**config.mk**
```make
export PLATFORM = sky130hd
export DESIGN_NAME = matrix_add_sub_multiply_core
export DESIGN_NICKNAME = d
export VERILOG_FILES = /design/src/hdl/mas_pkg.sv /design/src/hdl/mas_bank.sv /design/src/hdl/mas_ctrl.sv /design/src/hdl/matrix_add_sub_multiply_core.sv
export VERILOG_INCLUDE_DIRS = /design/src /design/src/hdl
export SDC_FILE = /design/constraint.sdc
export NUM_CORES = 2
export LEC_CHECK = 0
export BUFFER_PORTS_ARGS = -buffer_cell sky130_fd_sc_hd__buf_4
export CELL_PAD_IN_SITES_DETAIL_PLACEMENT = 0
export CELL_PAD_IN_SITES_GLOBAL_PLACEMENT = 1
export CORE_MARGIN = 8
export CORE_UTILIZATION = 43
export DETAILED_ROUTE_END_ITERATION = 8
export GPL_TIMING_DRIVEN = 0
export PLACE_DENSITY = 0.69
export SETUP_SLACK_MARGIN = 0.05
export SYNTH_ARGS = -nofsm -noshare
export SYNTH_HDL_FRONTEND = slang
export SYNTH_SLANG_ARGS = --single-unit
export TNS_END_PERCENT = 50
```
**constraint.sdc**
```tcl
create_clock -name clk -period 9.5 [get_ports clk]
set_input_delay 1.9 -clock clk [delete_from_list [all_inputs] [get_ports clk]]
set_output_delay 1.9 -clock clk [all_outputs]
set_load 0.03 [all_outputs]
```
**src/hdl/matrix_add_sub_multiply_core_macros.svh**
```systemverilog
// Assertion helpers for the matrix core.
`ifndef MATRIX_ADD_SUB_MULTIPLY_CORE_MACROS_SVH
`define MATRIX_ADD_SUB_MULTIPLY_CORE_MACROS_SVH

`ifndef SYNTH
`define MAS_ASSERT_IMPL(label, ante, cons) \
  label: assert property (@(posedge clk) disable iff (rst) (ante) |-> (cons)) \
    else $error("matrix core assertion failed");
`define MAS_ASSERT_NEXT(label, ante, cons) \
  label: assert property (@(posedge clk) disable iff (rst) (ante) |=> (cons)) \
    else $error("matrix core assertion failed");
`else
`define MAS_ASSERT_IMPL(label, ante, cons)
`define MAS_ASSERT_NEXT(label, ante, cons)
`endif

`endif

```
**src/hdl/mas_pkg.sv**
```systemverilog
`timescale 1ns / 1ps
package mas_pkg;

  localparam int MAX_DIM = 8;
  localparam int ELEMENT_WIDTH = 16;
  localparam int IDX_W = $clog2(MAX_DIM);
  localparam int ADDR_W = 2 * IDX_W;
  localparam int DEPTH = MAX_DIM * MAX_DIM;
  localparam int DIM_W = 4;
  localparam int SUM_W = 17;
  localparam int PROD_W = 2 * ELEMENT_WIDTH;
  localparam int ACC_W = 35;

  localparam logic [1:0] KIND_WR_A = 2'd0;
  localparam logic [1:0] KIND_WR_B = 2'd1;
  localparam logic [1:0] KIND_QUERY = 2'd2;

  localparam logic [1:0] REG_ROWS_A = 2'd0;
  localparam logic [1:0] REG_INNER_DIM = 2'd1;
  localparam logic [1:0] REG_COLS_B = 2'd2;

  typedef logic signed [ELEMENT_WIDTH-1:0] elem_t;
  typedef logic [ADDR_W-1:0] addr_t;

  typedef struct packed {
    logic [DIM_W-1:0] rows_a;
    logic [DIM_W-1:0] inner_dim;
    logic [DIM_W-1:0] cols_b;
  } cfg_t;

  typedef struct packed {
    logic  wr_en;
    addr_t wr_addr;
    elem_t wr_data;
    logic  rd_en;
    addr_t rd_addr;
  } bank_req_t;

  function automatic logic [DIM_W-1:0] clamp_dim(input logic [DIM_W-1:0] v);
    logic [DIM_W-1:0] lim;
    lim = DIM_W'(MAX_DIM);
    return (v > lim) ? lim : v;
  endfunction

endpackage

```
**src/hdl/mas_bank.sv**
```systemverilog
`timescale 1ns / 1ps
module mas_bank (
  input  logic              clk,
  input  logic              rst,
  input  mas_pkg::bank_req_t req,
  output mas_pkg::elem_t    rd_data
);
  import mas_pkg::*;

  elem_t            mem [DEPTH];
  logic [DEPTH-1:0] valid;

  // entries not yet written read as zero
  always_ff @(posedge clk) begin
    if (rst) begin
      valid <= '0;
    end else if (req.wr_en) begin
      valid[req.wr_addr] <= 1'b1;
    end
  end

  always_ff @(posedge clk) begin
    if (req.wr_en) begin
      mem[req.wr_addr] <= req.wr_data;
    end
  end

  always_ff @(posedge clk) begin
    if (req.rd_en) begin
      rd_data <= valid[req.rd_addr] ? mem[req.rd_addr] : '0;
    end
  end

endmodule

```
**src/hdl/mas_ctrl.sv**
```systemverilog
`timescale 1ns / 1ps
`include "matrix_add_sub_multiply_core_macros.svh"
module mas_ctrl (
  input  logic                    clk,
  input  logic                    rst,
  input  logic                    start,
  output logic                    busy,
  input  logic [1:0]              kind,
  input  logic [2:0]              row,
  input  logic [2:0]              col,
  input  logic signed [15:0]      value,
  input  mas_pkg::cfg_t           cfg,
  output mas_pkg::bank_req_t      req_a,
  output mas_pkg::bank_req_t      req_b,
  input  mas_pkg::elem_t          a_data,
  input  mas_pkg::elem_t          b_data,
  output logic                    done,
  output logic [2:0]              out_row,
  output logic [2:0]              out_col,
  output logic signed [16:0]      sum,
  output logic signed [16:0]      difference,
  output logic signed [34:0]      product,
  output logic                    sum_valid,
  output logic                    product_valid
);
  import mas_pkg::*;

  localparam logic [1:0] ST_IDLE = 2'd0;
  localparam logic [1:0] ST_SUM = 2'd1;
  localparam logic [1:0] ST_RUN = 2'd2;

  logic [1:0]               state;
  logic [IDX_W-1:0]         r_q;
  logic [IDX_W-1:0]         c_q;
  logic [DIM_W-1:0]         n_q;
  logic [DIM_W-1:0]         iss;
  logic                     sv_q;
  logic                     pv_q;
  logic                     rd_v;
  logic                     mul_v;
  logic signed [PROD_W-1:0] mul_q;
  logic signed [ACC_W-1:0]  acc;
  logic signed [SUM_W-1:0]  sum_q;
  logic signed [SUM_W-1:0]  diff_q;

  logic             accept;
  logic             query;
  logic             issue;
  logic             finish;
  logic [DIM_W-1:0] m_dim;
  logic [DIM_W-1:0] n_dim;
  logic [DIM_W-1:0] k_dim;
  logic             sv;
  logic             pv;

  assign busy   = (state != ST_IDLE);
  assign accept = start && !busy;
  assign query  = accept && (kind == KIND_QUERY);
  assign m_dim  = clamp_dim(cfg.rows_a);
  assign n_dim  = clamp_dim(cfg.inner_dim);
  assign k_dim  = clamp_dim(cfg.cols_b);
  assign sv     = ({1'b0, row} < m_dim) && ({1'b0, col} < n_dim);
  assign pv     = ({1'b0, row} < m_dim) && ({1'b0, col} < k_dim);
  assign issue  = ((state == ST_SUM) || (state == ST_RUN)) && (iss < n_q);
  assign finish = (state == ST_RUN) && !issue && !rd_v && !mul_v;

  always_comb begin
    req_a.wr_en   = accept && (kind == KIND_WR_A);
    req_a.wr_addr = {row, col};
    req_a.wr_data = value[ELEMENT_WIDTH-1:0];
    req_b.wr_en   = accept && (kind == KIND_WR_B);
    req_b.wr_addr = {row, col};
    req_b.wr_data = value[ELEMENT_WIDTH-1:0];
    if (state == ST_IDLE) begin
      req_a.rd_en   = query;
      req_a.rd_addr = {row, col};
      req_b.rd_en   = query;
      req_b.rd_addr = {row, col};
    end else begin
      req_a.rd_en   = issue;
      req_a.rd_addr = {r_q, iss[IDX_W-1:0]};
      req_b.rd_en   = issue;
      req_b.rd_addr = {iss[IDX_W-1:0], c_q};
    end
  end

  always_ff @(posedge clk) begin
    if (rst) begin
      state <= ST_IDLE;
      iss   <= '0;
      n_q   <= '0;
      rd_v  <= 1'b0;
      mul_v <= 1'b0;
      done  <= 1'b0;
    end else begin
      done <= 1'b0;
      unique case (state)
        ST_IDLE: begin
          if (query) begin
            r_q   <= row;
            c_q   <= col;
            n_q   <= n_dim;
            sv_q  <= sv;
            pv_q  <= pv;
            iss   <= '0;
            state <= ST_SUM;
          end
        end
        ST_SUM: begin
          sum_q  <= sv_q ? (SUM_W'(a_data) + SUM_W'(b_data)) : '0;
          diff_q <= sv_q ? (SUM_W'(a_data) - SUM_W'(b_data)) : '0;
          acc    <= '0;
          if (issue) begin
            iss <= iss + 1'b1;
          end
          rd_v  <= issue;
          state <= ST_RUN;
        end
        ST_RUN: begin
          if (issue) begin
            iss <= iss + 1'b1;
          end
          rd_v  <= issue;
          mul_v <= rd_v;
          if (rd_v) begin
            mul_q <= PROD_W'(a_data) * PROD_W'(b_data);
          end
          if (mul_v) begin
            acc <= acc + ACC_W'(mul_q);
          end
          if (finish) begin
            state         <= ST_IDLE;
            done          <= 1'b1;
            out_row       <= r_q;
            out_col       <= c_q;
            sum           <= sum_q;
            difference    <= diff_q;
            product       <= pv_q ? acc : '0;
            sum_valid     <= sv_q;
            product_valid <= pv_q;
          end
        end
        default: begin
          state <= ST_IDLE;
        end
      endcase
    end
  end

  `MAS_ASSERT_IMPL(a_done_idle, done, state == ST_IDLE)
  `MAS_ASSERT_NEXT(a_query_starts, query, state == ST_SUM)
  `MAS_ASSERT_IMPL(a_mul_in_run, mul_v, state == ST_RUN)
  `MAS_ASSERT_IMPL(a_iss_bound, 1'b1, iss <= n_q)

endmodule

```
**src/hdl/matrix_add_sub_multiply_core.sv**
```systemverilog
`timescale 1ns / 1ps
// Writes take effect at the accept edge; a query strobes done for one cycle when its
// result is ready, with n = clamped inner_dim (0..8) products summed into product.
// Writes are taken one per cycle while busy is low; a query holds busy until its done
// strobe, and no new transaction is accepted before then.
// Reset (rst, synchronous): both matrices read as zero, registers return to 1.
// Results are strobed for one cycle on done; the receiver cannot stall.
module matrix_add_sub_multiply_core (
  input  logic               clk,
  input  logic               rst,
  input  logic               start,
  output logic               busy,
  input  logic [1:0]         kind,
  input  logic [2:0]         row,
  input  logic [2:0]         col,
  input  logic signed [15:0] value,
  output logic               done,
  output logic [2:0]         out_row,
  output logic [2:0]         out_col,
  output logic signed [16:0] sum,
  output logic signed [16:0] difference,
  output logic signed [34:0] product,
  output logic               sum_valid,
  output logic               product_valid,
  input  logic               psel,
  input  logic               penable,
  input  logic               pwrite,
  input  logic [3:0]         paddr,
  input  logic [31:0]        pwdata,
  output logic [31:0]        prdata,
  output logic               pready
);
  import mas_pkg::*;

  cfg_t      cfg;
  bank_req_t req_a;
  bank_req_t req_b;
  elem_t     a_data;
  elem_t     b_data;
  logic      cfg_wr;
  logic [1:0] reg_idx;

  assign pready  = 1'b1;
  assign cfg_wr  = psel && penable && pwrite && pready;
  assign reg_idx = paddr[3:2];

  always_ff @(posedge clk) begin
    if (rst) begin
      cfg.rows_a    <= DIM_W'(1);
      cfg.inner_dim <= DIM_W'(1);
      cfg.cols_b    <= DIM_W'(1);
    end else if (cfg_wr) begin
      unique case (reg_idx)
        REG_ROWS_A:    cfg.rows_a    <= pwdata[DIM_W-1:0];
        REG_INNER_DIM: cfg.inner_dim <= pwdata[DIM_W-1:0];
        REG_COLS_B:    cfg.cols_b    <= pwdata[DIM_W-1:0];
        default: ;
      endcase
    end
  end

  always_comb begin
    unique case (reg_idx)
      REG_ROWS_A:    prdata = {{(32-DIM_W){1'b0}}, cfg.rows_a};
      REG_INNER_DIM: prdata = {{(32-DIM_W){1'b0}}, cfg.inner_dim};
      REG_COLS_B:    prdata = {{(32-DIM_W){1'b0}}, cfg.cols_b};
      default:       prdata = '0;
    endcase
  end

  mas_bank u_bank_a (
    .clk     (clk),
    .rst     (rst),
    .req     (req_a),
    .rd_data (a_data)
  );

  mas_bank u_bank_b (
    .clk     (clk),
    .rst     (rst),
    .req     (req_b),
    .rd_data (b_data)
  );

  mas_ctrl u_ctrl (
    .clk           (clk),
    .rst           (rst),
    .start         (start),
    .busy          (busy),
    .kind          (kind),
    .row           (row),
    .col           (col),
    .value         (value),
    .cfg           (cfg),
    .req_a         (req_a),
    .req_b         (req_b),
    .a_data        (a_data),
    .b_data        (b_data),
    .done          (done),
    .out_row       (out_row),
    .out_col       (out_col),
    .sum           (sum),
    .difference    (difference),
    .product       (product),
    .sum_valid     (sum_valid),
    .product_valid (product_valid)
  );

endmodule
```
-- Yosys cells after proc, flatten, opt, wreduce, memory -nomap -nowiden
Memory sizes are Yosys's and may differ from the RTL's. A register that Yosys moved wholly into a read port is not among the register bits.
Cells that the tools add are included.
- bits in registers: 339
- memory bits (writable): 2048
- bits of input ports: 66
- output and inout bits: 112
- logic and storage cells: 122
- memories kept: 2
- add/sub/neg operators: 4
- multipliers: 1
- $lt $le $gt $ge: 11
- eq/ne operators: 10
- mux-type cells: 25
- bitwise logic cells: 4
- reduce and logical (&&, ||, !) cells: 39
- memory list (name ; depth ; width ; rd ports ; clocked after memory_dff ; wr ports ; line ; text):
    u_bank_a.mem ; 64 ; 16 ; 1 ; 1 ; 1 ; mas_bank.sv:10 ; elem_t mem [DEPTH];
    u_bank_b.mem ; 64 ; 16 ; 1 ; 1 ; 1 ; mas_bank.sv:10 ;
- operators with widths (operator ; count):
    $or A64 B64 Y64 ; 2
    $pmux W35 S2 ; 1
    $add A35 B32 Y35 ; 1
    $mux W35 ; 1
    $mul A16 B16 Y32 ; 1
    $lt A6 B7 Y1 const B ; 3
    $mux W4 ; 5
    $add A16 B16 Y17 ; 1
    $sub A16 B16 Y17 ; 1
    $reduce_and A3 Y1 ; 5
    $mux W7 ; 2
    $logic_and A1 B1 Y1 ; 13
    $bmux W1 S6 ; 2
    $gt A4 B4 Y1 const B ; 3
    $lt A3 B4 Y1 ; 3
    $pmux W4 S3 ; 1
    $reduce_and A2 Y1 ; 6
    $mux W1 ; 8
    $ne A2 B1 Y1 const B ; 4
    $pmux W4 S2 ; 1
    $demux W1 S6 ; 1
    $eq A2 B1 Y1 const B ; 3
    $eq A2 B2 Y1 const B ; 3
    $ge A6 B1 Y1 const B ; 1
    other kinds (10) ; 22

-- Logic depth before layout (Yosys ltp)
- depth in word-level cells: 9
- mapped depth: 24
- mapped depth without buffers: 23

-- Modules after synthesis
A second synthesis with hierarchy kept.
- cells, all modules: 6034
- area total of the unflattened synthesis: 104682.9 um2
- modules (own cells, without submodules) (module ; instances ; cells an instance ; area an instance (um2)):
    mas_bank (u_bank_b) ; 1 ; 1968 ; 41836.4
    mas_bank (u_bank_a) ; 1 ; 1964 ; 41747.5
    mas_ctrl ; 1 ; 2011 ; 20288.2
    matrix_add_sub_multiply_core ; 1 ; 91 ; 810.8

-- Least setup slack after synthesis
Ideal clock, no wire load.
- path type: input to register
- start: input port rst
- end: register u_ctrl.difference[0], enable pin
- library setup time: 0.603 ns
- arrival: 7.330 ns
- path slack: 1.567 ns
- stages: 2
- cell sequence: clkbuf_1 -> nor3_1
- word-level cells in the longest chain between the ends: 2
- ends and longest elaborated chain (what ; line ; text):
    from (decl) ; matrix_add_sub_multiply_core.sv:10 ; input logic rst,
    $not A1 Y1 (no source line) ; n/a ;
    $reduce_and A3 Y1 (no source line) ; n/a ;
    to (signal assigned) ; mas_ctrl.sv:137 ; difference <= diff_q;
    to (decl) ; mas_ctrl.sv:21 ; output logic signed [16:0] difference,
No other way between the ends.
A chain may end at the register's enable or synchronous reset.

-- Worst setup path after layout
- start: register u_bank_a.rd_data[11] (read register of u_bank_a.mem)
- end: register u_ctrl.mul_q[30] (data pin)
- word-level cells in the longest chain between the ends: 1
- ends and longest elaborated chain (what ; line ; text):
    from (decl) ; mas_bank.sv:6 ; output mas_pkg::elem_t rd_data
    $mul A16 B16 Y32 ; mas_ctrl.sv:126 ; mul_q <= PROD_W'(a_data) * PROD_W'(b_data);
    to (signal assigned) ; mas_ctrl.sv:126 ;
    to (decl) ; mas_ctrl.sv:41 ; logic signed [PROD_W-1:0] mul_q;
No other way between the ends.

==> impl_metrics.xml <==
<?xml version="1.0" encoding="UTF-8"?>
<metrics>
  <group name="clock_network">
    <metric name="tritoncts_num_sinks" unit="">2417</metric>
    <metric name="tritoncts_clock_tree" unit="">yes</metric>
    <metric name="path_clk_slew" unit="ps">80</metric>
    <metric name="clock_tree_root" unit="">sky130_fd_sc_hd__clkbuf_16</metric>
    <metric name="cts_buffer_depth" unit="">3</metric>
    <metric name="worstSkewPairLatency" unit="ps">890</metric>
    <metric name="numCtsBuffers" unit="">236</metric>
    <metric name="post_cts_resize_count" unit="">0</metric>
    <metric name="post_cts.repair.setup_buffers" unit="">0</metric>
    <metric name="cts_hold_repair.buffers" unit="">0</metric>
    <metric name="cts.htree.levels" unit="">4</metric>
  </group>
  <group name="logic_synthesis">
    <metric name="synth_area" unit="mm^2">0.1057</metric>
    <metric name="ys.flop_type" unit="">sky130_fd_sc_hd__edfxtp_1</metric>
    <metric name="synth.top_cells.by_area" unit="">sky130_fd_sc_hd__edfxtp_1 64%, sky130_fd_sc_hd__mux4_2 12%, sky130_fd_sc_hd__fa_1 5.0%</metric>
    <metric name="synthArstFlopShare" unit="">0</metric>
    <metric name="synth_seq_area_share" unit="">0.6724</metric>
    <metric name="post_synth_num_cell_types" unit="">72</metric>
    <metric name="synth_warnings" unit="">0</metric>
    <metric name="synth_area_leader_cell" unit="">sky130_fd_sc_hd__edfxtp_1</metric>
    <metric name="post_synth_inst_count" unit="">6378</metric>
    <metric name="synth.cells.most_frequent" unit="">2,264 x sky130_fd_sc_hd__edfxtp_1, 709 x sky130_fd_sc_hd__nand2_1, 544 x sky130_fd_sc_hd__mux4_2</metric>
    <metric name="postSynthRegisterBits" unit="">2417</metric>
    <metric name="yosysMostFrequentCell" unit="">sky130_fd_sc_hd__edfxtp_1</metric>
    <metric name="synth_enable_flop_cells" unit="">2264</metric>
    <metric name="yosys.area.top_type_share" unit="">0.6434</metric>
    <metric name="avgSynthCellArea" unit="um^2">16.57</metric>
  </group>
  <group name="worst_setup_path">
    <metric name="timing.setup.critical_path_class" unit="">reg2reg</metric>
    <metric name="setup.worst_path.start_class" unit="">flop</metric>
    <metric name="setup.worst_path.end_class" unit="">flop</metric>
    <metric name="ff2ff_path_depth" unit="">21</metric>
    <metric name="worst_path_required" unit="ps">10140</metric>
    <metric name="worst-r2r-setup-slack" unit="ps">1430</metric>
    <metric name="crit_chain" unit="">clkbuf_1 -&gt; nand2_1 -&gt; fa_1 -&gt; fa_1 -&gt; fa_1 -&gt; inv_1 -&gt; fa_1 -&gt; fa_1 -&gt; inv_1 -&gt; fa_1 -&gt; inv_1 -&gt; ha_1 -&gt; a21o_1 -&gt; a21o_1 -&gt; a21oi_1 -&gt; o21ai_0 -&gt; o31ai_1 -&gt; o21ai_0 -&gt; a311oi_1 -&gt; o21bai_1 -&gt; xor2_1</metric>
    <metric name="worst-path-max-fanout" unit="">10</metric>
    <metric name="timing.rr.start" unit="">u_bank_a.rd_data[11]</metric>
    <metric name="path_buf_inv" unit="">4</metric>
    <metric name="slowest_delay" unit="ps">720</metric>
    <metric name="critPathMostFrequentCell" unit="">sky130_fd_sc_hd__fa_1</metric>
    <metric name="timing.rr.end" unit="">u_ctrl.mul_q[30]</metric>
    <metric name="critical-path-top-delay-family" unit="">adder cells</metric>
    <metric name="worst_path_max_delay_cell" unit="">sky130_fd_sc_hd__edfxtp_1</metric>
    <metric name="worst-endpoint-arrival" unit="ps">8710</metric>
  </group>
  <group name="finish">
    <metric name="final_net_count" unit="">7408</metric>
    <metric name="finish.cell_count_without_fillers" unit="">10360</metric>
    <metric name="finish.utilization" unit="">0.4960</metric>
    <metric name="syn_to_final_growth" unit="%">15.11</metric>
    <metric name="layout-drive-gt1-share" unit="">0.2096</metric>
    <metric name="num-fill-cells" unit="">20230</metric>
  </group>
  <group name="sta">
    <metric name="timing_worst_slew_pin_value" unit="ps">1527</metric>
    <metric name="post-route-period-util" unit="">0.8497</metric>
    <metric name="grt_setup_unrepaired" unit="">false</metric>
    <metric name="period_needed" unit="ps">8072</metric>
    <metric name="worst_slew_margin_rel" unit="">-0.02491</metric>
    <metric name="timing.fmax" unit="MHz">123.9</metric>
    <metric name="timing.final.hold_violations" unit="">0</metric>
    <metric name="tns" unit="ps">0</metric>
    <metric name="final.setup_skew" unit="ps">44.16</metric>
    <metric name="report.final.setup_viol" unit="">0</metric>
    <metric name="timing.final.max_slew_violations" unit="">6</metric>
  </group>
  <group name="worst_hold_path">
    <metric name="holdCritPathClass" unit="">reg2reg</metric>
    <metric name="whs_path_depth" unit="">0</metric>
    <metric name="min_delay_worst_endpoint" unit="">u_ctrl.sum[8]</metric>
    <metric name="min_from" unit="">u_ctrl.sum_q[8]</metric>
  </group>
  <group name="route">
    <metric name="firstDrtPassIters" unit="">6</metric>
    <metric name="drtAntennaViolNets" unit="">0</metric>
    <metric name="wl_per_cell" unit="um">27.85</metric>
    <metric name="initialDrtViolationCount" unit="">5871</metric>
    <metric name="viasPerCell" unit="">5.647</metric>
    <metric name="via_count" unit="">58480</metric>
    <metric name="dr_drc_count" unit="">0</metric>
    <metric name="routed_wl" unit="um">288400</metric>
  </group>
  <group name="grt">
    <metric name="initial_antenna_violation_count" unit="">28</metric>
    <metric name="grt_pass1_wl" unit="um">415600</metric>
    <metric name="grt.overflow.total" unit="">0</metric>
    <metric name="largest_net_degree_at_the_start_of_global_routing" unit="">129</metric>
    <metric name="track_usage" unit="">0.2157</metric>
    <metric name="grt_pass1_vias" unit="">59580</metric>
  </group>
  <group name="placement">
    <metric name="placed_instances" unit="">9895</metric>
    <metric name="routabilityCongestion" unit="">0.9229</metric>
    <metric name="numPortBuffers" unit="">116</metric>
    <metric name="dp.final_hpwl" unit="um">202000</metric>
  </group>
  <group name="pwr">
    <metric name="worst_ir_drop_on_vdd" unit="V">0.0003712</metric>
    <metric name="power.static_leakage" unit="nW">41.68</metric>
    <metric name="power-per-cell-area" unit="mW/mm^2">223.7</metric>
  </group>
  <group name="floorplan">
    <metric name="floorplan.rows" unit="">182</metric>
    <metric name="core_area" unit="mm^2">0.2453</metric>
    <metric name="fp.dieArea" unit="mm^2">0.2619</metric>
    <metric name="dieHeight" unit="um">511.7</metric>
    <metric name="ios" unit="">178</metric>
    <metric name="floorplan.initialDensity" unit="">0.4309</metric>
    <metric name="dieWidth" unit="um">511.7</metric>
  </group>
  <group name="status">
    <metric name="run_status" unit="">finished with violations</metric>
    <metric name="failed_checks" unit="">capacitance limit, slew limit</metric>
  </group>
  <group name="flow_run">
    <metric name="maxCapViolCount" unit="">3</metric>
  </group>
</metrics>
==> layout make-up <==
class,instances,area [um^2],share of cell area
Sequential cell,2417,71050,0.5841
Multi-Input combinational cell,3268,31970,0.2628
Clock buffer,306,6364,0.05232
Tap cell,3220,4029,0.03312
Timing Repair Buffer,271,3492,0.02871
Buffer,357,1787,0.01469
Clock inverter,140,1549,0.01273
Inverter,363,1363,0.01120
Antenna cell,14,35.03,0.0002880
==> routing by layer <==
layer	vias up	routed length [um]	GRT usage
met2	2141	141000	0.3571
li1	25150	-	-
met4	2	10540	0.07899
met3	471	18760	0.03471
met5	-	13	0
met1	30720	118100	0.2900
==> metrics by stage <==
stage	hold WS, ps	instance area (um^2)	total power, mW	setup slack, ps
after floorplan	400.3	105800	15.92	1567
after global placement	402.5	110700	17.92	-2546
final	418.6	121600	27.21	1428
after global routing	425.7	121600	28.36	1206
after detailed placement	404.5	113600	17.99	1468
after CTS	420.2	121600	27.50	1415
==> cell families (layout without fill, tap and decap cells) <==
logic type,count (synthesis),after routing,share of synthesized area
DFF,2417,2417,0.6724
adders and majority gates,428,428,0.06950
xor gates and xnor gates,73,73,0.006051
other,2,43,0.00007107
AOI/OAI and AO/OA,414,414,0.02905
muxes,572,572,0.1187
buffers and inverters,720,1437,0.02980
and+or+nand+nor,1752,1752,0.07444
==> worst register-to-register path, stage by stage (launching register included) <==
cell and delay (ps):
sky130_fd_sc_hd__edfxtp_1 720, sky130_fd_sc_hd__clkbuf_1 660, sky130_fd_sc_hd__nand2_1 170, sky130_fd_sc_hd__fa_1 540, sky130_fd_sc_hd__fa_1 550, sky130_fd_sc_hd__fa_1 530, sky130_fd_sc_hd__inv_1 60, sky130_fd_sc_hd__fa_1 500
sky130_fd_sc_hd__fa_1 490, sky130_fd_sc_hd__inv_1 50, sky130_fd_sc_hd__fa_1 530, sky130_fd_sc_hd__inv_1 60, sky130_fd_sc_hd__ha_1 340, sky130_fd_sc_hd__a21o_1 200, sky130_fd_sc_hd__a21o_1 180, sky130_fd_sc_hd__a21oi_1 190
sky130_fd_sc_hd__o21ai_0 140, sky130_fd_sc_hd__o31ai_1 660, sky130_fd_sc_hd__o21ai_0 400, sky130_fd_sc_hd__a311oi_1 370, sky130_fd_sc_hd__o21bai_1 110, sky130_fd_sc_hd__xor2_1 370
==> power breakdown <==
| part | switching [mW] | internal [mW] |
|---|---|---|
| registers | 0.0290 | 11.9 |
| clock network | 4.04 | 5.51 |
| logic | 3.56 | 2.20 |
| total | 7.63 | 19.6 |
==> registers in the layout, indices dropped and copies added (netlist names), 17 cells and up <==
name	cells
u_bank_a.mem	1024
u_bank_b.mem	1024
u_bank_a.valid	64
u_bank_b.valid	64
u_ctrl.acc	35
u_ctrl.product	35
u_ctrl.mul_q	32
u_ctrl.diff_q	17
u_ctrl.difference	17
==> cells in the final DEF (no fill, tap or decap), drive strengths merged, types with 93 or more instances in the layout <==
cell type and n:
ha 163, clkinv 93, buf 443, clkbuf 491, nand3 164, nor2 471, edfxtp 2264, fa 265
a311oi 137, inv 374, and2 151, dfxtp 153, mux4 544, nand2 709
==> how the worst max path moves through the flow <==
stage                     depth (start not counted)                 start                    to
after global routing                             21  u_bank_a.rd_data[11]      u_ctrl.mul_q[30]
final                                            21  u_bank_a.rd_data[11]      u_ctrl.mul_q[30]
after global placement                            2                   rst     u_ctrl.out_col[2]
after detailed placement                         21  u_bank_a.rd_data[11]      u_ctrl.mul_q[30]
after CTS                                        21  u_bank_a.rd_data[11]      u_ctrl.mul_q[30]
after floorplan                                   2                   rst  u_ctrl.difference[0]
(Power assumes the default switching activity.)
